==> src/rtl/core/printable_run_extractor_unit_macros.svh <==
// Assertion macros used by the printable run extractor front end.
`ifndef PRINTABLE_RUN_EXTRACTOR_UNIT_MACROS_SVH
`define PRINTABLE_RUN_EXTRACTOR_UNIT_MACROS_SVH

// A property that must hold at every clock edge outside reset.
`define PRE_ASSERT_ALWAYS(lbl, clk, rst, prop, msg) \
   lbl: assert property (@(posedge clk) disable iff (rst) (prop)) else $error(msg);

// When the condition holds, the consequence must hold at the next clock edge.
`define PRE_ASSERT_NEXT(lbl, clk, rst, cond, cons, msg) \
   lbl: assert property (@(posedge clk) disable iff (rst) (cond) |=> (cons)) else $error(msg);

`endif

==> src/rtl/core/pre_pkg.sv <==
// Types, constants and helper functions of the printable run extractor.
package pre_pkg;

   localparam int unsigned MAX_MIN_LENGTH = 32;
   localparam int unsigned HOLD_W         = $clog2(MAX_MIN_LENGTH);
   localparam int unsigned LEN_W          = 6;
   localparam int unsigned POS_W          = 32;
   localparam int unsigned QUEUE_DEPTH    = 4;
   localparam int unsigned QPTR_W         = $clog2(QUEUE_DEPTH);
   localparam int unsigned ADDR_CHARS     = 10;
   localparam int unsigned ACNT_W         = $clog2(ADDR_CHARS);

   localparam logic [LEN_W-1:0] RUN_CAP      = 6'd63;
   localparam logic [LEN_W-1:0] MIN_LEN_RST  = 6'd6;
   localparam logic [7:0]       CHAR_SPACE   = 8'h20;
   localparam logic [7:0]       CHAR_DEL     = 8'h7F;
   localparam logic [7:0]       CHAR_TAB     = 8'h09;
   localparam logic [7:0]       CHAR_NEWLINE = 8'h0A;

   localparam logic [0:0] REG_MIN_LENGTH   = 1'b0;
   localparam logic [0:0] REG_SHOW_ADDRESS = 1'b1;

   typedef enum logic [1:0] {
      CMD_PASS,
      CMD_REPLAY,
      CMD_NEWLINE
   } cmd_kind_type;

   typedef struct packed {
      cmd_kind_type        kind;
      logic [7:0]          data;
      logic [POS_W-1:0]    start;
      logic                show;
      logic [HOLD_W-1:0]   hold;
   } cmd_type;

   typedef enum logic [2:0] {
      BK_IDLE,
      BK_ADDR,
      BK_HELD_RD,
      BK_HELD,
      BK_CHAR
   } back_state_type;

   function automatic logic is_printable(input logic [7:0] b);
      return ((b >= CHAR_SPACE) && (b < CHAR_DEL)) || (b == CHAR_TAB);
   endfunction

   function automatic logic [7:0] hex_char(input logic [3:0] nib);
      logic [7:0] c;
      unique case (nib)
         4'h0: c = "0";
         4'h1: c = "1";
         4'h2: c = "2";
         4'h3: c = "3";
         4'h4: c = "4";
         4'h5: c = "5";
         4'h6: c = "6";
         4'h7: c = "7";
         4'h8: c = "8";
         4'h9: c = "9";
         4'hA: c = "A";
         4'hB: c = "B";
         4'hC: c = "C";
         4'hD: c = "D";
         4'hE: c = "E";
         default: c = "F";
      endcase
      return c;
   endfunction

   // State in which the back end starts work on a freshly loaded command.
   function automatic back_state_type first_state(input cmd_type c);
      back_state_type s;
      priority if (c.kind == CMD_REPLAY && c.show) begin
         s = BK_ADDR;
      end else if (c.kind == CMD_REPLAY && c.hold != '0) begin
         s = BK_HELD_RD;
      end else begin
         s = BK_CHAR;
      end
      return s;
   endfunction

endpackage

==> src/rtl/core/pre_ram.sv <==
// Generic single-write, single-read RAM with registered read data.
module pre_ram #(
   parameter int unsigned WIDTH = 8,
   parameter int unsigned DEPTH = 32
) (
   input  logic                     clock,
   input  logic                     wr_en,
   input  logic [$clog2(DEPTH)-1:0] wr_addr,
   input  logic [WIDTH-1:0]         wr_data,
   input  logic                     rd_en,
   input  logic [$clog2(DEPTH)-1:0] rd_addr,
   output logic [WIDTH-1:0]         rd_data
);

   logic [WIDTH-1:0] mem_ff [DEPTH];
   logic [WIDTH-1:0] rd_data_ff;

   always_ff @(posedge clock) begin
      if (wr_en) begin
         mem_ff[wr_addr] <= wr_data;
      end
      if (rd_en) begin
         rd_data_ff <= mem_ff[rd_addr];
      end
   end

   assign rd_data = rd_data_ff;

endmodule

==> src/rtl/core/pre_cmd_queue.sv <==
// Short command queue between the classifying front end and the output back end.
module pre_cmd_queue (
   input  logic            clock,
   input  logic            reset,
   input  logic            push,
   input  pre_pkg::cmd_type push_cmd,
   input  logic            pop,
   output pre_pkg::cmd_type head,
   output logic            full,
   output logic            empty
);
   import pre_pkg::*;

   cmd_type           slot_ff [QUEUE_DEPTH];
   logic [QPTR_W-1:0] wr_ptr_ff, wr_ptr_in;
   logic [QPTR_W-1:0] rd_ptr_ff, rd_ptr_in;
   logic [QPTR_W:0]   count_ff, count_in;

   always_comb begin
      wr_ptr_in = push ? wr_ptr_ff + 1'b1 : wr_ptr_ff;
      rd_ptr_in = pop ? rd_ptr_ff + 1'b1 : rd_ptr_ff;
      count_in  = count_ff + (QPTR_W+1)'(push) - (QPTR_W+1)'(pop);
   end

   always_ff @(posedge clock) begin
      if (reset) begin
         wr_ptr_ff <= '0;
         rd_ptr_ff <= '0;
         count_ff  <= '0;
      end else begin
         wr_ptr_ff <= wr_ptr_in;
         rd_ptr_ff <= rd_ptr_in;
         count_ff  <= count_in;
      end
   end

   always_ff @(posedge clock) begin
      if (push) begin
         slot_ff[wr_ptr_ff] <= push_cmd;
      end
   end

   assign head  = slot_ff[rd_ptr_ff];
   assign full  = (count_ff == (QPTR_W+1)'(QUEUE_DEPTH));
   assign empty = (count_ff == '0);

endmodule

==> src/rtl/core/pre_front.sv <==
// Front end: takes input bytes, tracks runs, stores held bytes and issues commands.
`include "printable_run_extractor_unit_macros.svh"

module pre_front (
   input  logic                         clock,
   input  logic                         reset,
   input  logic                         csr_wr_en,
   input  logic [0:0]                   csr_index,
   input  logic [pre_pkg::LEN_W-1:0]    csr_wr_data,
   input  logic                         req_push,
   input  logic [7:0]                   req_in_byte,
   output logic                         req_full,
   input  logic                         q_full,
   input  logic                         held_done,
   output logic                         cmd_push,
   output pre_pkg::cmd_type             cmd,
   output logic                         ram_we,
   output logic [pre_pkg::HOLD_W-1:0]   ram_addr,
   output logic [7:0]                   ram_wdata
);
   import pre_pkg::*;

   logic [LEN_W-1:0]  min_length_ff;
   logic              show_address_ff;
   logic [POS_W-1:0]  stream_pos_ff, stream_pos_in;
   logic [LEN_W-1:0]  run_length_ff, run_length_in;
   logic [POS_W-1:0]  run_start_ff, run_start_in;
   logic              busy_ff, busy_in;

   logic              accept;
   logic              printable;
   logic [LEN_W-1:0]  eff_min;
   logic [HOLD_W-1:0] hold;
   logic [POS_W-1:0]  start_now;

   always_comb begin
      priority if (min_length_ff == '0) begin
         eff_min = LEN_W'(1);
      end else if (min_length_ff > LEN_W'(MAX_MIN_LENGTH)) begin
         eff_min = LEN_W'(MAX_MIN_LENGTH);
      end else begin
         eff_min = min_length_ff;
      end
   end

   assign hold      = HOLD_W'(eff_min - 1'b1);
   assign req_full  = q_full || busy_ff;
   assign accept    = req_push && !req_full;
   assign printable = is_printable(req_in_byte);
   assign start_now = (run_length_ff == '0) ? stream_pos_ff : run_start_ff;

   always_comb begin
      cmd_push       = 1'b0;
      cmd.kind       = CMD_PASS;
      cmd.data       = req_in_byte;
      cmd.start      = start_now;
      cmd.show       = show_address_ff;
      cmd.hold       = hold;
      ram_we         = 1'b0;
      ram_addr       = run_length_ff[HOLD_W-1:0];
      ram_wdata      = req_in_byte;
      run_length_in  = run_length_ff;
      run_start_in   = run_start_ff;
      stream_pos_in  = stream_pos_ff;
      if (accept) begin
         stream_pos_in = stream_pos_ff + 1'b1;
         if (printable) begin
            run_start_in = start_now;
            priority if (run_length_ff < {1'b0, hold}) begin
               ram_we = 1'b1;
            end else if (run_length_ff == {1'b0, hold}) begin
               cmd_push = 1'b1;
               cmd.kind = CMD_REPLAY;
            end else begin
               cmd_push = 1'b1;
            end
            if (run_length_ff != RUN_CAP) begin
               run_length_in = run_length_ff + 1'b1;
            end
         end else begin
            if (run_length_ff >= eff_min) begin
               cmd_push = 1'b1;
               cmd.kind = CMD_NEWLINE;
               cmd.data = CHAR_NEWLINE;
            end
            run_length_in = '0;
         end
      end
   end

   // The held bytes of a replay must be read out before a new run may overwrite them.
   always_comb begin
      busy_in = busy_ff;
      if (held_done) begin
         busy_in = 1'b0;
      end else if (cmd_push && cmd.kind == CMD_REPLAY && cmd.hold != '0) begin
         busy_in = 1'b1;
      end
   end

   always_ff @(posedge clock) begin
      if (reset) begin
         min_length_ff   <= MIN_LEN_RST;
         show_address_ff <= 1'b0;
         stream_pos_ff   <= '0;
         run_length_ff   <= '0;
         run_start_ff    <= '0;
         busy_ff         <= 1'b0;
      end else begin
         if (csr_wr_en) begin
            unique case (csr_index)
               REG_MIN_LENGTH:   min_length_ff   <= csr_wr_data;
               REG_SHOW_ADDRESS: show_address_ff <= csr_wr_data[0];
               default:          min_length_ff   <= min_length_ff;
            endcase
         end
         stream_pos_ff <= stream_pos_in;
         run_length_ff <= run_length_in;
         run_start_ff  <= run_start_in;
         busy_ff       <= busy_in;
      end
   end

   `PRE_ASSERT_ALWAYS(a_no_write_during_replay, clock, reset, !(ram_we && busy_ff),
      "held byte written while a replay is still reading them")
   `PRE_ASSERT_ALWAYS(a_write_below_hold, clock, reset,
      !ram_we || ({1'b0, ram_addr} < {1'b0, hold}), "held byte written beyond the hold count")
   `PRE_ASSERT_NEXT(a_replay_sets_busy, clock, reset,
      cmd_push && cmd.kind == CMD_REPLAY && cmd.hold != '0, busy_ff && req_full,
      "replay with held bytes did not stall the input")
   `PRE_ASSERT_ALWAYS(a_no_push_when_full, clock, reset, !(cmd_push && q_full),
      "command pushed into a full queue")

endmodule

==> src/rtl/core/pre_back.sv <==
// Back end: expands commands into output characters and holds the result register.
module pre_back (
   input  logic                         clock,
   input  logic                         reset,
   input  logic                         q_empty,
   input  pre_pkg::cmd_type             q_head,
   output logic                         q_pop,
   output logic                         ram_rd_en,
   output logic [pre_pkg::HOLD_W-1:0]   ram_rd_addr,
   input  logic [7:0]                   ram_rd_data,
   output logic                         held_done,
   output logic                         rsp_empty,
   input  logic                         rsp_pop,
   output logic [7:0]                   rsp_out_byte,
   output logic                         rsp_last
);
   import pre_pkg::*;

   back_state_type    state_ff, state_in;
   cmd_type           cur_ff, cur_in;
   logic [ACNT_W-1:0] acnt_ff, acnt_in;
   logic [HOLD_W-1:0] k_ff, k_in;
   logic              out_valid_ff, out_valid_in;
   logic [7:0]        out_byte_ff, out_byte_in;
   logic              out_last_ff, out_last_in;

   logic              slot_free;
   logic              emit;
   logic [7:0]        emit_char;
   logic              emit_last;
   logic              load;
   logic [2:0]        digit_idx;
   logic [3:0]        nibble;

   assign slot_free = !out_valid_ff || rsp_pop;
   assign digit_idx = 3'd7 - acnt_ff[2:0];
   assign nibble    = cur_ff.start[{digit_idx, 2'b00} +: 4];

   // Outputs of the sequencer.
   always_comb begin
      emit        = 1'b0;
      emit_char   = cur_ff.data;
      emit_last   = 1'b0;
      q_pop       = 1'b0;
      load        = 1'b0;
      ram_rd_en   = 1'b0;
      ram_rd_addr = k_ff;
      held_done   = 1'b0;
      unique case (state_ff)
         BK_IDLE: begin
            if (!q_empty) begin
               q_pop = 1'b1;
               load  = 1'b1;
            end
         end
         BK_ADDR: begin
            if (slot_free) begin
               emit      = 1'b1;
               emit_char = (acnt_ff < ACNT_W'(8)) ? hex_char(nibble) : CHAR_SPACE;
            end
         end
         BK_HELD_RD: begin
            ram_rd_en   = 1'b1;
            ram_rd_addr = '0;
         end
         BK_HELD: begin
            if (slot_free) begin
               emit      = 1'b1;
               emit_char = ram_rd_data;
               if (k_ff == cur_ff.hold - 1'b1) begin
                  held_done = 1'b1;
               end else begin
                  ram_rd_en   = 1'b1;
                  ram_rd_addr = k_ff + 1'b1;
               end
            end
         end
         BK_CHAR: begin
            if (slot_free) begin
               emit      = 1'b1;
               emit_last = 1'b1;
               if (!q_empty) begin
                  q_pop = 1'b1;
                  load  = 1'b1;
               end
            end
         end
         default: begin
            emit = 1'b0;
         end
      endcase
   end

   // Next state of the sequencer.
   always_comb begin
      state_in = state_ff;
      unique case (state_ff)
         BK_IDLE: begin
            if (load) begin
               state_in = first_state(q_head);
            end
         end
         BK_ADDR: begin
            if (emit && acnt_ff == ACNT_W'(ADDR_CHARS - 1)) begin
               state_in = (cur_ff.hold != '0) ? BK_HELD_RD : BK_CHAR;
            end
         end
         BK_HELD_RD: begin
            state_in = BK_HELD;
         end
         BK_HELD: begin
            if (held_done) begin
               state_in = BK_CHAR;
            end
         end
         BK_CHAR: begin
            if (emit) begin
               state_in = load ? first_state(q_head) : BK_IDLE;
            end
         end
         default: begin
            state_in = BK_IDLE;
         end
      endcase
   end

   always_comb begin
      cur_in  = load ? q_head : cur_ff;
      acnt_in = acnt_ff;
      k_in    = k_ff;
      if (load) begin
         acnt_in = '0;
      end else if (state_ff == BK_ADDR && emit) begin
         acnt_in = acnt_ff + 1'b1;
      end
      if (state_ff == BK_HELD_RD) begin
         k_in = '0;
      end else if (state_ff == BK_HELD && emit && !held_done) begin
         k_in = k_ff + 1'b1;
      end
      out_valid_in = emit || (out_valid_ff && !rsp_pop);
      out_byte_in  = emit ? emit_char : out_byte_ff;
      out_last_in  = emit ? emit_last : out_last_ff;
   end

   always_ff @(posedge clock) begin
      if (reset) begin
         state_ff     <= BK_IDLE;
         out_valid_ff <= 1'b0;
         acnt_ff      <= '0;
         k_ff         <= '0;
      end else begin
         state_ff     <= state_in;
         out_valid_ff <= out_valid_in;
         acnt_ff      <= acnt_in;
         k_ff         <= k_in;
      end
   end

   always_ff @(posedge clock) begin
      cur_ff      <= cur_in;
      out_byte_ff <= out_byte_in;
      out_last_ff <= out_last_in;
   end

   assign rsp_empty    = !out_valid_ff;
   assign rsp_out_byte = out_byte_ff;
   assign rsp_last     = out_last_ff;

endmodule

==> src/rtl/core/printable_run_extractor_unit.sv <==
// Top level of the printable run extractor: front end, command queue, held-byte RAM, back end.
//
// Usage: raw bytes enter through a queue-like port (req_push, req_full, req_in_byte); a byte is
// taken at a clock edge with req_push high and req_full low. Text characters leave through a
// queue-like port (rsp_empty, rsp_pop, rsp_out_byte, rsp_last): the oldest character is shown
// while rsp_empty is low and is taken at an edge with rsp_pop high. rsp_last marks the final
// character caused by one input byte. csr_wr_en, csr_index and csr_wr_data write min_length
// (index 0) and show_address (index 1); write them only while the block is idle.
// A pass-through character goes through the command queue, the sequencer's command register
// and the output register before it is shown. Throughput: one byte per cycle while bytes pass
// straight through or are held and req_full stays low. A byte that completes a minimum-length
// run gives ten characters for the optional offset prefix, one per held byte and one for itself;
// a first held-byte RAM read comes before the held bytes. If there are held bytes, the input
// stalls from that byte until the last one is in the output register: the next run reuses the RAM.
// Between the classifier and the output sequencer sits a four-entry command queue.
// A stalled receiver fills the output register, then the command queue, then raises req_full;
// nothing is lost. Reset clears all control state, restores min_length 6 and show_address 0,
// and sets the stream offset to zero; the held-byte RAM keeps its contents and needs no clearing.
module printable_run_extractor_unit (
   input  logic                      clock,
   input  logic                      reset,
   input  logic                      csr_wr_en,
   input  logic [0:0]                csr_index,
   input  logic [pre_pkg::LEN_W-1:0] csr_wr_data,
   input  logic                      req_push,
   output logic                      req_full,
   input  logic [7:0]                req_in_byte,
   output logic                      rsp_empty,
   input  logic                      rsp_pop,
   output logic [7:0]                rsp_out_byte,
   output logic                      rsp_last
);
   import pre_pkg::*;

   logic              cmd_push;
   cmd_type           cmd;
   cmd_type           q_head;
   logic              q_full;
   logic              q_empty;
   logic              q_pop;
   logic              held_done;
   logic              ram_we;
   logic [HOLD_W-1:0] ram_wr_addr;
   logic [7:0]        ram_wdata;
   logic              ram_rd_en;
   logic [HOLD_W-1:0] ram_rd_addr;
   logic [7:0]        ram_rd_data;

   pre_front u_front (
      .clock       (clock),
      .reset       (reset),
      .csr_wr_en   (csr_wr_en),
      .csr_index   (csr_index),
      .csr_wr_data (csr_wr_data),
      .req_push    (req_push),
      .req_in_byte (req_in_byte),
      .req_full    (req_full),
      .q_full      (q_full),
      .held_done   (held_done),
      .cmd_push    (cmd_push),
      .cmd         (cmd),
      .ram_we      (ram_we),
      .ram_addr    (ram_wr_addr),
      .ram_wdata   (ram_wdata)
   );

   pre_cmd_queue u_queue (
      .clock    (clock),
      .reset    (reset),
      .push     (cmd_push),
      .push_cmd (cmd),
      .pop      (q_pop),
      .head     (q_head),
      .full     (q_full),
      .empty    (q_empty)
   );

   pre_ram #(
      .WIDTH (8),
      .DEPTH (MAX_MIN_LENGTH)
   ) u_held_ram (
      .clock   (clock),
      .wr_en   (ram_we),
      .wr_addr (ram_wr_addr),
      .wr_data (ram_wdata),
      .rd_en   (ram_rd_en),
      .rd_addr (ram_rd_addr),
      .rd_data (ram_rd_data)
   );

   pre_back u_back (
      .clock        (clock),
      .reset        (reset),
      .q_empty      (q_empty),
      .q_head       (q_head),
      .q_pop        (q_pop),
      .ram_rd_en    (ram_rd_en),
      .ram_rd_addr  (ram_rd_addr),
      .ram_rd_data  (ram_rd_data),
      .held_done    (held_done),
      .rsp_empty    (rsp_empty),
      .rsp_pop      (rsp_pop),
      .rsp_out_byte (rsp_out_byte),
      .rsp_last     (rsp_last)
   );

endmodule

==> config.mk <==
export PLATFORM = sky130hd
export DESIGN_NAME = printable_run_extractor_unit
export DESIGN_NICKNAME = d
export VERILOG_FILES = /design/src/rtl/core/pre_pkg.sv /design/src/rtl/core/pre_ram.sv /design/src/rtl/core/pre_cmd_queue.sv /design/src/rtl/core/pre_front.sv /design/src/rtl/core/pre_back.sv /design/src/rtl/core/printable_run_extractor_unit.sv
export VERILOG_INCLUDE_DIRS = /design/src /design/src/rtl/core
export SDC_FILE = /design/constraint.sdc
export NUM_CORES = 1
export LEC_CHECK = 0
export BUFFER_PORTS_ARGS = -buffer_cell sky130_fd_sc_hd__buf_2
export CAP_MARGIN = 15
export CORE_ASPECT_RATIO = 1.1
export CORE_UTILIZATION = 45
export CTS_CLUSTER_DIAMETER = 30
export CTS_CLUSTER_SIZE = 10
export DETAILED_ROUTE_END_ITERATION = 12
export GPL_ROUTABILITY_DRIVEN = 1
export SYNTH_ARGS = -nofsm -noshare
export SYNTH_HDL_FRONTEND = slang
export SYNTH_HIERARCHICAL = 1
export SYNTH_SLANG_ARGS = --single-unit
==> constraint.sdc <==
create_clock -name clock -period 10.9 [get_ports clock]
set_input_delay 1.635 -clock clock [delete_from_list [all_inputs] [get_ports clock]]
set_output_delay 1.635 -clock clock [all_outputs]
set_load 0.02 [all_outputs]
==> out/results.tsv <==
stage	metric	value	unit
setup_path	family with the most delay on the worst path	compound AO/OA/AOI/OAI gates	
timing	period utilization	49.6	%
clock_tree	CTS Root Cell	clkbuf_16	
placed_design	Final Wtd Congestion	0.794	
synthesis	Seq cells post-synth	610	
clock_tree	CTS sink count	610	
power	LEAKAGE	9.71	nW
synthesis	EDFF count, synth	510	
setup_path	Cell Chain, Critical Path	inv_1, ha_1, nor4bb_1, o211ai_1, a311oi_2, o21ai_2, o21ai_4, buf_4, buf_4, mux4_2, mux4_2, mux2_2	
global_routing	vias in the first global route	13200	
timing	worst slew pin tran	1.27	ns
setup_path	worst reg2reg setup slack	5.49	ns
timing	RSZ-0062 raised after global routing	false	
clock_tree	Worst-path clk slew	0.05	ns
layout	Reg area	17300	um^2
power	Worst IR Drop VDD	0.146	mV
synthesis	most frequent cell after synthesis	edfxtp_1	
floorplan	initial core utilization	45.6	%
placed_design	DP Area	25800	um^2
timing	Hold Slack	0.490	ns
detailed_routing	drt drc	0	
timing	# setup viols final	0	
global_routing	initial antenna violation count	4	
status	outcome	finished clean	
hold_path	Hold Path Class	reg -> reg	
clock_tree	number of H-tree levels	3	
detailed_routing	routed length per instance	22.4	um
timing	sum of negative setup slack	0	ns
setup_path	CP required	11.28	ns
power	Pwr Density	245	nW/um^2
synthesis	Post-Syn Area per Cell	17.0	um^2
timing	achievable clock frequency	185	MHz
clock_tree	CTS Hold Bufs	0	
setup_path	kind of start point of the critical path	flop	
synthesis	Syn. warnings	6	
detailed_routing	Routed Antenna Nets	0	
layout	cell area after layout	29600	um^2
floorplan	core outline area	54800	um^2
floorplan	Die Span X	227	um
synthesis	asr flop ratio synth	0	%
setup_path	crit-path max FO	33	
timing	final count of pins violating max slew	0	
clock_tree	Post-CTS Setup Bufs	0	
setup_path	CP Capture Type	flop	
global_routing	largest net degree at the start of global routing	84	
global_routing	GRT Total Usage	19.2	%
synthesis	Synth Instances	1470	
global_routing	first-pass GRT wire length	80.2	mm
clock_tree	clock latency on the worst-skew pair	0.64	ns
clock_tree	CTS tree	yes	
timing	Final Critical Period	5.41	ns
placed_design	port bufs	30	
synthesis	area leader, netlist	edfxtp_1	
detailed_routing	final WL	53.2	mm
setup_path	CP max stage cell	a311oi_2	
floorplan	num ports	31	
synthesis	Mapped Area	25000	um^2
synthesis	share of the synthesized area in the top cell type	61.3	%
detailed_routing	TritonRoute pass-1 iters	7	
clock_tree	CTS buffer count	110	
setup_path	CP Class	reg -> reg	
placed_design	post-detail-place hpwl	31.8	mm
timing	Layout Skew	0.0314	ns
setup_path	CP Data Arrival Time	5.79	ns
layout	NumNets Final	1595	
synthesis	Post-synth top cells	edfxtp_1 (510), mux4_2 (129), nor2_1 (127)	
floorplan	Die Ht	249	um
setup_path	Max stage delay on crit path	0.70	ns
flow_run	Max Cap Violations	0	
global_routing	grt ovf	0	
synthesis	Distinct cells, synth	78	
layout	Filler Cell Count	4390	
detailed_routing	vias per std cell	5.52	
synthesis	post-synthesis sequential area ratio	69.3	%
synthesis	syn nets	1519	
floorplan	die area	56500	um^2
floorplan	row count	90	
detailed_routing	Initial DRC Count	1159	
clock_tree	Resized cells post-CTS	0	
layout	Multi-input gate area	7080	um^2
timing	Final Hold Viols	0	
setup_path	Crit path buffers/inverters	3	
clock_tree	worst-case clock buffer depth	3	
detailed_routing	via count	13100	
layout	layout cell share with drive strength beyond 1	26.0	%
timing	Slew headroom	14.7	%
power	Overall Power	7.26	mW
synthesis	synth top area cells	edfxtp_1 (61%), mux4_2 (12%), dfxtp_1 (8.0%)	
synthesis	ys flop type	edfxtp_1	
layout	Area growth syn-to-layout	18.6	%
[per-stage QoR]
| step | util [%] | instances | worst slack [ns] |
|---|---|---|---|
| 2_1_floorplan | - | 1470 | 1.85 |
| 3_3_place_gp | 47.0 | 2169 | 5.20 |
| 3_5_place_dp | 47.0 | 2169 | 5.11 |
| 4_1_cts | 54.0 | 2375 | 5.41 |
| 5_1_grt | 54.0 | 2377 | 5.09 |
| 6_report | 54.0 | 2377 | 5.49 |
[metal layers]
metal  up-vias  global-route usage [%]  share of wire [%]  wire (um)
met3        83                    3.77                5.0       2640
met5         -                       0              0.058         31
li1       5971                       -                  -          -
met1      6739                    26.1                 43      23000
met4         6                    6.00                1.9        988
met2       328                    31.2                 50      26600
[cell usage in the layout, fill, tap and decap left out, types with 18 or more instances in the layout]
master	netlist	layout
buf_4	23	23
clkinvlp_4	0	18
a21oi_1	25	25
buf_2	15	29
clkbuf_16	0	112
dfxtp_1	100	98
nor2_1	127	127
mux2_2	33	33
inv_1	34	34
ha_1	28	28
nor3_1	77	77
nand4_1	21	21
edfxtp_1	510	510
xor2_1	24	24
nand2_1	40	40
mux4_2	129	129
[registers in the layout, indices dropped and copies added (netlist names), 4 cells and up, named ones only]
signal and flops:
u_back/k_ff 5, u_front/run_length_ff 6, u_held_ram/mem_ff 256, u_front/run_start_ff 32, u_held_ram/rd_data 8, u_front/min_length_ff 6
u_front/stream_pos_ff 32, u_back/rsp_out_byte 8, u_back/cur_ff 45, u_queue/slot_ff 192, u_back/acnt_ff 4
[where the power goes]
| group | leakage [nW] | internal [mW] | switching (mW) | total [mW] |
|---|---|---|---|---|
| clock network | 1.83 | 2.29 | 1.15 | 3.44 |
| registers | 5.45 | 2.78 | 0.0978 | 2.88 |
| logic | 2.43 | 0.386 | 0.547 | 0.933 |
| total | 9.71 | 5.46 | 1.80 | 7.26 |
[area by class of cell]
class	count	share of cell area [%]
flip-flops and latches	610	58.5
multi-input cells	738	23.9
clock buffers	124	9.75
clock inverters	82	3.25
well taps	736	3.11
repair buffers	52	1.07
inverters	34	0.431
diodes	1	0.00845
[kinds of logic after synthesis]
kind of cell    Yosys count  share of synthesized area (%)
fa+ha+maj                29                           1.48
buf+inv                 122                           2.49
flops                   610                           69.3
mux                     187                           14.7
simple gates            381                           7.70
compound gates           99                           2.80
xor+xnor                 42                           1.53
[worst reg2reg max path, delay by kind of cell, from the launching register on]
family          cells  cell delay, ns
flops               1            0.42
buf+inv             3            1.30
fa+ha+maj           1            0.18
simple gates        1            0.31
mux                 3            1.44
compound gates      4            1.49
[final timing paths]
check | from | endpoint | cells after the start
worst min-delay path | u_front/run_start_ff[25] | u_front/run_start_ff[25] | 2
worst min register to register | u_front/run_start_ff[25] | u_front/run_start_ff[25] | 2
worst max register to register | u_back/cur_ff[0] | u_held_ram/rd_data[2] | 12
worst max-delay path | u_back/cur_ff[0] | u_held_ram/rd_data[2] | 12
(Power assumes the default switching activity.)
